--- src/hdl/fba_pkg.sv ---
// shared types, constants and codes of the fixed bucket allocator
package fba_pkg;

    // pool geometry
    localparam int MAX_BUCKETS = 1024;
    localparam int ID_W        = $clog2(MAX_BUCKETS);
    localparam int CNT_W       = ID_W + 1;

    // limit clamps and reset values
    localparam logic [16:0] VERTEX_LIMIT_HIGH = 17'd65536;
    localparam logic [18:0] INDEX_LIMIT_HIGH  = 19'd262144;
    localparam logic [10:0] BUCKET_COUNT_RST  = 11'd1024;
    localparam logic [16:0] VERTEX_LIMIT_RST  = 17'd16384;
    localparam logic [18:0] INDEX_LIMIT_RST   = 19'd65536;

    // configuration register indexes
    localparam int          CFG_IDX_W        = 2;
    localparam int          CFG_DATA_W       = 19;
    localparam logic [1:0]  CFG_BUCKET_COUNT = 2'd0;
    localparam logic [1:0]  CFG_VERTEX_LIMIT = 2'd1;
    localparam logic [1:0]  CFG_INDEX_LIMIT  = 2'd2;

    // operation codes
    localparam logic [1:0] OP_ALLOC  = 2'd0;
    localparam logic [1:0] OP_FREE   = 2'd1;
    localparam logic [1:0] OP_REINIT = 2'd2;

    // status codes
    localparam logic [1:0] ST_OK       = 2'd0;
    localparam logic [1:0] ST_EMPTY    = 2'd1;
    localparam logic [1:0] ST_TOO_BIG  = 2'd2;
    localparam logic [1:0] ST_REJECTED = 2'd3;

    // request transaction
    typedef struct packed {
        logic [1:0]  operation;
        logic [23:0] vertex_count;
        logic [23:0] index_count;
        logic [10:0] release_bucket;
    } t_in_item;

    // result transaction
    typedef struct packed {
        logic [1:0]  status;
        logic [9:0]  granted_bucket;
        logic [25:0] vertex_offset;
        logic [27:0] index_offset;
        logic [16:0] granted_vertices;
        logic [18:0] granted_indices;
        logic [10:0] buckets_in_use;
    } t_out_item;

    // free stack access
    typedef struct packed {
        logic            rd_en;
        logic [ID_W-1:0] rd_pos;
        logic            wr_en;
        logic [ID_W-1:0] wr_pos;
        logic [ID_W-1:0] wr_id;
    } t_stack_cmd;

    // use mark access
    typedef struct packed {
        logic            rd_en;
        logic [ID_W-1:0] rd_id;
        logic            wr_en;
        logic [ID_W-1:0] wr_id;
        logic            wr_mark;
    } t_mark_cmd;

endpackage

--- src/hdl/fba_use_marks.sv ---
// per-bucket in-use marks, valid only for ids handed out since the last rebuild
module fba_use_marks
    import fba_pkg::*;
(
    input  logic             i_clk,
    input  t_mark_cmd        i_cmd,
    input  logic [CNT_W-1:0] i_fresh_limit,
    output logic             o_in_use
);

    logic            r_mem [MAX_BUCKETS];
    logic            r_rd_data;
    logic [ID_W-1:0] r_rd_id;

    // single write port
    always_ff @(posedge i_clk) begin
        if (i_cmd.wr_en) begin
            r_mem[i_cmd.wr_id] <= i_cmd.wr_mark;
        end
    end

    // registered read
    always_ff @(posedge i_clk) begin
        if (i_cmd.rd_en) begin
            r_rd_data <= r_mem[i_cmd.rd_id];
            r_rd_id   <= i_cmd.rd_id;
        end
    end

    // ids at or above the fresh limit were never popped, so their mark is stale
    assign o_in_use = r_rd_data & ({1'b0, r_rd_id} < i_fresh_limit);

endmodule

--- config.mk ---
export PLATFORM = sky130hd
export DESIGN_NAME = fba_use_marks
export DESIGN_NICKNAME = d
export VERILOG_FILES = /design/src/hdl/fba_pkg.sv /design/src/hdl/fba_use_marks.sv
export SDC_FILE = /design/constraint.sdc
export NUM_CORES = 1
export LEC_CHECK = 0
export ABC_AREA = 0
export BUFFER_PORTS_ARGS = -buffer_cell sky130_fd_sc_hd__buf_4
export CORE_AREA = 2 2 393 395
export CTS_CLUSTER_DIAMETER = 120
export DETAILED_ROUTE_END_ITERATION = 8
export DIE_AREA = 0 0 395 397
export GPL_TIMING_DRIVEN = 0
export PLACE_DENSITY = 0.49
export SKIP_CTS_REPAIR_TIMING = 1
export SKIP_LAST_GASP = 1
export SYNTH_ARGS = -nofsm -noshare
export SYNTH_HDL_FRONTEND = slang
export SYNTH_SLANG_ARGS = --single-unit
--- constraint.sdc ---
create_clock -name i_clk -period 7.5 [get_ports i_clk]
set_input_delay 0.75 -clock i_clk [delete_from_list [all_inputs] [get_ports i_clk]]
set_output_delay 0.75 -clock i_clk [all_outputs]
set_load 0.05 [all_outputs]
==> flow_summary_export.csv, run 1 <==
group,metric,value,unit
pwr,combinationalPowerShare,0.067,
timing,period_share,0.723,
clock_tree,clockBufferDepth,3,
floorplanning,core_area,153000,sq um
floorplanning,num_io_pins,36,
drt,wl_per_cell,31.7,um
timing,max_freq,184,MHz
pwr,seq_power_share,0.508,
drt,dr.pass1.iters,6,
global_route,overflow,0,
placed_design,globalplace.congestion,0.930,
cells_and_area,design_area,52000,sq um
timing,worst_slack,2.07,ns
setup_path,cp_top_family,"buffers and inverters",
synth,synthTopCellsByCount,"1036 x nor2_1, 1035 x edfxtp_1, 186 x mux4_2, 178 x clkbuf_1, 111 x mux2i_1",
min_path,hold_path.class,"in2reg",
setup_path,cp.arrival,5.85,ns
synth,synth_area_leaders,"edfxtp_1 68%, mux4_2 9.2%, nor2_1 8.6%",
synth,ys_ff_latch,1035,
timing,fin_skew,0.0229,ns
setup_path,critPathRequiredTime,7.92,ns
clock_tree,clkSlewWorstSetupHoldPaths,0.06,ns
timing,timing.setup.tns,0,ns
cells_and_area,fin_nets,3361,
setup_path,timing.rr.end,"r_rd_data",
placed_design,place_area,48500,sq um
placed_design,place_ws,1.38,ns
timing,hold_slack,0.199,ns
clock_tree,cts_root_buf,"clkbuf_16",
synth,synth-edff-count,1035,
global_route,grt_pass1_wl,234,mm
placed_design,port_buffers,35,
pwr,p_leak,15.4,nW
timing,finalHoldViolations,0,
floorplanning,die_h,397,um
floorplanning,die_w,395,um
clock_tree,cts_sinks,1035,
synth,ys_warn_count,0,
synth,synth.most_common_cell,"nor2_1",
synth,syn-num-nets,3199,
setup_path,critPathMaxFanout,10,
drt,vias_per_cell,5.39,
synth,synth_area,45400,sq um
global_route,grt_pass1_vias,28600,
cells_and_area,drive_above_1_share,0.137,
clock_tree,cts_tree,"done",
status,outcome,"complete, but fails checks",
setup_path,cp-end-kind,"flop",
min_path,hold_end,"r_rd_id[1]",
job,cap_viol_max_count,4,
cells_and_area,fin_util,0.340,
setup_path,path_class,"in2reg",
pwr,power_density,241,nW/um^2
min_path,whs_path_depth,1,
clock_tree,numCtsBuffers,111,
cells_and_area,stdcell_count,5454,
pwr,swShare,0.240,
setup_path,timing.rr.start,"r_mem[267]",
drt,drtIter0Drc,4416,
global_route,antenna_found_initial,9,
setup_path,rr_worst_depth,8,
synth,synth_top_cell_area_share,0.684,
synth,synth_ff_type,"edfxtp_1",
setup_path,start_kind,"primary input",
timing,finalSetupViolations,0,
pwr,power,12.6,mW
global_route,grt_max_degree,176,
setup_path,rrSetupSlack,3.57,ns
setup_path,crit_path_max_incr_delay,1.14,ns
setup_path,critPathBufInv,4,
pwr,p_sw,3.01,mW
synth,synthArstFlopShare,0,
floorplanning,num_rows,144,
drt,dr_total_vias,29400,
synth,yosysTopAreaCell,"edfxtp_1",
timing,maxSlewHeadroom,-0.0719,
timing,slew_violations,44,
drt,drtAntennaViolNets,0,
placed_design,dp_cells,5246,
clock_tree,htreeDepth,3,
pwr,clock_power_share,0.425,
min_path,hold_start,"i_cmd[13]",
synth,avgSynthCellArea,14.4,sq um
global_route,grt_use_total,0.217,
cells_and_area,area_growth,14.4,%
timing,period_needed,5.43,ns
floorplanning,initial_core_util,0.297,
timing,grt_setup_unrepaired,"false",
synth,synth.distinct_cells,58,
synth,syn_inst,3155,
pwr,irDropWorstVdd,0.190,mV
floorplanning,dieArea,157000,sq um
drt,drc,0,
drt,wl,173,mm
pwr,intPower,9.54,mW
clock_tree,clk-insertion-delay-late,0.76,ns
placed_design,dp_hpwl,110,mm
timing,tightest_slew,1.61,ns
setup_path,slowest_stage,"clkbuf_1",
setup_path,crit_chain,"buf_4, inv_1, clkbuf_1, clkbuf_1, o21ai_0, a2111oi_0, nor3_1, nor3_1, a41oi_1, o2111ai_1",
synth,ys_seq_area_frac,0.684,
status,violations,"capacitance limit, slew limit",
[cells in the final DEF, fill, tap and decap left out, drive strengths merged, types with 4 or more instances in the layout]
cell	n
nor2b	9
ha	9
mux2i	111
nor3b	6
edfxtp	1035
nor2	1036
mux2	4
and2	4
inv	21
o21ai	21
nand2b	5
nor3	23
nand2	110
a21oi	35
a2111oi	4
a22oi	32
clkbuf	328
nand4	11
a211oi	6
bufinv	5
mux4	217
o2111ai	5
a31oi	5
o311ai	7
diode	4
buf	165
a22o	8
o221ai	29
nand3	36
a21o	4
and3	4
a221oi	8
o22ai	17
clkinv	50
o211ai	5
[sequential cells by signal (all words and copies together) (netlist names)]
| signal | cells |
|---|---|
| r_mem | 1024 |
| r_rd_id | 10 |
| r_rd_data | 1 |
[metal layers]
metal / track usage / wire length, um
met1: 0.286 / 69800
met2: 0.349 / 80800
met3: 0.0400 / 14400
met4: 0.0982 / 7780
met5: 0 / 37
[power by group through the flow]
stage	clock, mW	sequential (mW)	combinational [mW]
2_1_floorplan	0	6.50	0.383
3_3_place_gp	0	6.54	0.803
3_5_place_dp	0	6.50	0.822
4_1_cts	5.38	6.37	0.823
5_1_grt	5.59	6.37	0.854
6_report	5.34	6.37	0.840
[logic make-up (layout without fill, tap and decap cells)]
logic type	count (synthesis)	in the layout	synth area share
buffers and inverters	320	571	0.0376
adders and majority gates	9	9	0.00248
muxes	332	332	0.136
and+or+nand+nor	1262	1262	0.110
DFF	1035	1035	0.684
other	0	4	0
AOI/OAI and AO/OA	197	197	0.0307
[worst max path at each step]
| stage | from | end | slack, ns | cells past startpoint |
|---|---|---|---|---|
| final | i_cmd[15] | r_rd_data | 2.07 | 10 |
| after global routing | i_cmd[15] | r_rd_data | 2.19 | 10 |
| after CTS | i_cmd[15] | r_rd_data | 2.15 | 10 |
| after detailed placement | i_cmd[15] | r_rd_data | 1.38 | 10 |
| after global placement | i_cmd[0] | r_mem[800] | -1.36 | 1 |
| after floorplan | i_fresh_limit[1] | o_in_use | 3.76 | 10 |
[layout make-up]
| class | count | area [sq um] |
|---|---|---|
| Buffer | 303 | 1650 |
| Tap cell | 2044 | 2560 |
| Fill cell | 15000 | 101000 |
| Clock buffer | 141 | 2930 |
| Sequential cell | 1035 | 31100 |
| Inverter | 17 | 63.8 |
| Antenna cell | 4 | 10.0 |
| Clock inverter | 61 | 459 |
| Multi-Input combinational cell | 1800 | 12700 |
| Timing Repair Buffer | 49 | 564 |
Power figures use the tool's default switching activity.
==> inputs of run 2 (changes only) <==
clock period = 5.15 ns   (was 7.5 ns; I/O delays follow)
==> run 2 against run 1 <==
Compared with the run above:
- the flow finishes with violations (capacitance limit, slew limit, setup timing)
- register-to-register slack got worse by 2.3 ns
- flip-flop and latch count stayed put
- routed wire length hardly changed
- core utilization is essentially flat
- combinational power increased by 45%
- sequential power up 46%
- power is 45% higher
- clock-buffer cell count stayed put
- clock skew up 0.0015 ns
- design area hardly changed
- cell count is essentially flat
- global-route usage did not move
==> flow_summary_export.csv, run 2 (same netlist as run 1, synthesis figures left out) <==
group,metric,value,unit
floorplanning,initial_core_util,0.297,
clock_tree,cts_root_buf,"clkbuf_16",
pwr,power_density,351,nW/um^2
timing,grt_setup_unrepaired,"false",
placed_design,globalplace.congestion,0.930,
clock_tree,cts_sinks,1035,
timing,finalSetupViolations,1,
min_path,hold_path.class,"in2reg",
cells_and_area,largest_reg_flops,1024,
floorplanning,dieArea,157000,sq um
timing,tightest_slew,1.59,ns
placed_design,place_ws,-0.734,ns
placed_design,dp_cells,5246,
cells_and_area,largest_register,"r_mem",
cells_and_area,stdcell_count,5456,
cells_and_area,drive_above_1_share,0.137,
pwr,p_leak,15.4,nW
pwr,power,18.3,mW
status,outcome,"complete, but fails checks",
status,violations,"capacitance limit, slew limit, setup timing",
drt,wl,173,mm
setup_path,cp.arrival,5.79,ns
drt,drc,0,
setup_path,cp-end-kind,"flop",
timing,maxSlewHeadroom,-0.0613,
global_route,antenna_found_initial,9,
setup_path,start_kind,"primary input",
cells_and_area,fin_nets,3365,
drt,vias_per_cell,5.38,
floorplanning,num_io_pins,36,
clock_tree,numCtsBuffers,111,
floorplanning,die_h,397,um
drt,dr_total_vias,29400,
global_route,grt_max_degree,176,
cells_and_area,area_growth,14.5,%
placed_design,port_buffers,35,
cells_and_area,mostFrequentLayoutCell,"edfxtp_1",
global_route,grt_pass1_wl,234,mm
clock_tree,clk-insertion-delay-late,0.75,ns
job,cap_viol_max_count,3,
timing,finalHoldViolations,0,
timing,hold_slack,0.0460,ns
floorplanning,core_area,153000,sq um
floorplanning,num_rows,144,
timing,period_needed,5.38,ns
cells_and_area,top_regs,"r_mem (1024), r_rd_id (10), r_rd_data (1)",
setup_path,path_class,"in2reg",
global_route,grt_pass1_vias,28600,
cells_and_area,nFillCells,15000,
timing,max_freq,186,MHz
drt,drtAntennaViolNets,0,
pwr,irDropWorstVdd,0.278,mV
cells_and_area,layout_common_cells,"1035 x edfxtp_1, 1031 x nor2_1, 202 x clkbuf_1",
clock_tree,cts_tree,"done",
setup_path,critPathRequiredTime,5.56,ns
global_route,overflow,0,
timing,period_share,1.04,
placed_design,dp_hpwl,110,mm
floorplanning,die_w,395,um
timing,slew_violations,33,
clock_tree,clockBufferDepth,3,
timing,fin_skew,0.0243,ns
global_route,grt_use_total,0.217,
drt,wl_per_cell,31.7,um
clock_tree,htreeDepth,3,
drt,dr.pass1.iters,6,
drt,drtIter0Drc,4246,
clock_tree,clkSlewWorstSetupHoldPaths,0.06,ns
setup_path,critPathMaxFanout,10,
timing,timing.setup.tns,-0.226,ns
timing,worst_slack,-0.226,ns
-- run 2: area by class of cell --
| class | count | area, sq um | area share |
|---|---|---|---|
| Clock inverter | 61 | 459 | 0.00883 |
| Antenna cell | 2 | 5.00 | 0.0000962 |
| Timing Repair Buffer | 53 | 604 | 0.0116 |
| Clock buffer | 141 | 2930 | 0.0564 |
| Inverter | 17 | 63.8 | 0.00123 |
| Multi-Input combinational cell | 1800 | 12700 | 0.244 |
| Tap cell | 2044 | 2560 | 0.0492 |
| Sequential cell | 1035 | 31100 | 0.597 |
| Buffer | 303 | 1650 | 0.0317 |
-- run 2: layer usage --
layer | track usage | vias to the layer above | wire length, um
met5 | 0 | - | 37
met1 | 0.286 | 15600 | 69200
met4 | 0.0982 | 6 | 7700
met2 | 0.349 | 1474 | 80900
li1 | - | 12000 | -
met3 | 0.0400 | 310 | 15000
-- run 2: power breakdown --
| part | switching (mW) | internal (mW) | total [mW] | leakage, nW |
|---|---|---|---|---|
| clock | 3.50 | 4.26 | 7.76 | 1.65 |
| sequential | 0.00329 | 9.28 | 9.28 | 9.31 |
| combinational | 0.864 | 0.360 | 1.22 | 4.49 |
-- run 2: path summary, 6_finish.rpt --
kind / endpoint / startpoint / cells past startpoint / slack (ns)
max: r_rd_data / i_cmd[15] / 10 / -0.23
min: r_rd_id[7] / i_cmd[19] / 1 / 0.05
max reg2reg: r_rd_data / r_mem[267] / 8 / 1.24
min reg2reg: r_rd_data / r_mem[1001] / 5 / 1.58
-- run 2: worst max-delay path, cell delays in order --
cell	delay (ns)
buf_4	0.16
inv_1	0.15
clkbuf_1	0.87
clkbuf_1	1.18
o21ai_0	0.36
a2111oi_0	0.93
nor3_1	0.23
nor3_1	0.42
a41oi_1	0.18
o2111ai_1	0.75
-- run 2: stage by stage --
| step | util | cell area (sq um) |
|---|---|---|
| after floorplan | - | 45400 |
| after CTS | 0.340 | 51900 |
| after global routing | 0.340 | 52000 |
| after detailed placement | 0.317 | 48500 |
| after global placement | 0.315 | 48300 |
| final | 0.340 | 52000 |
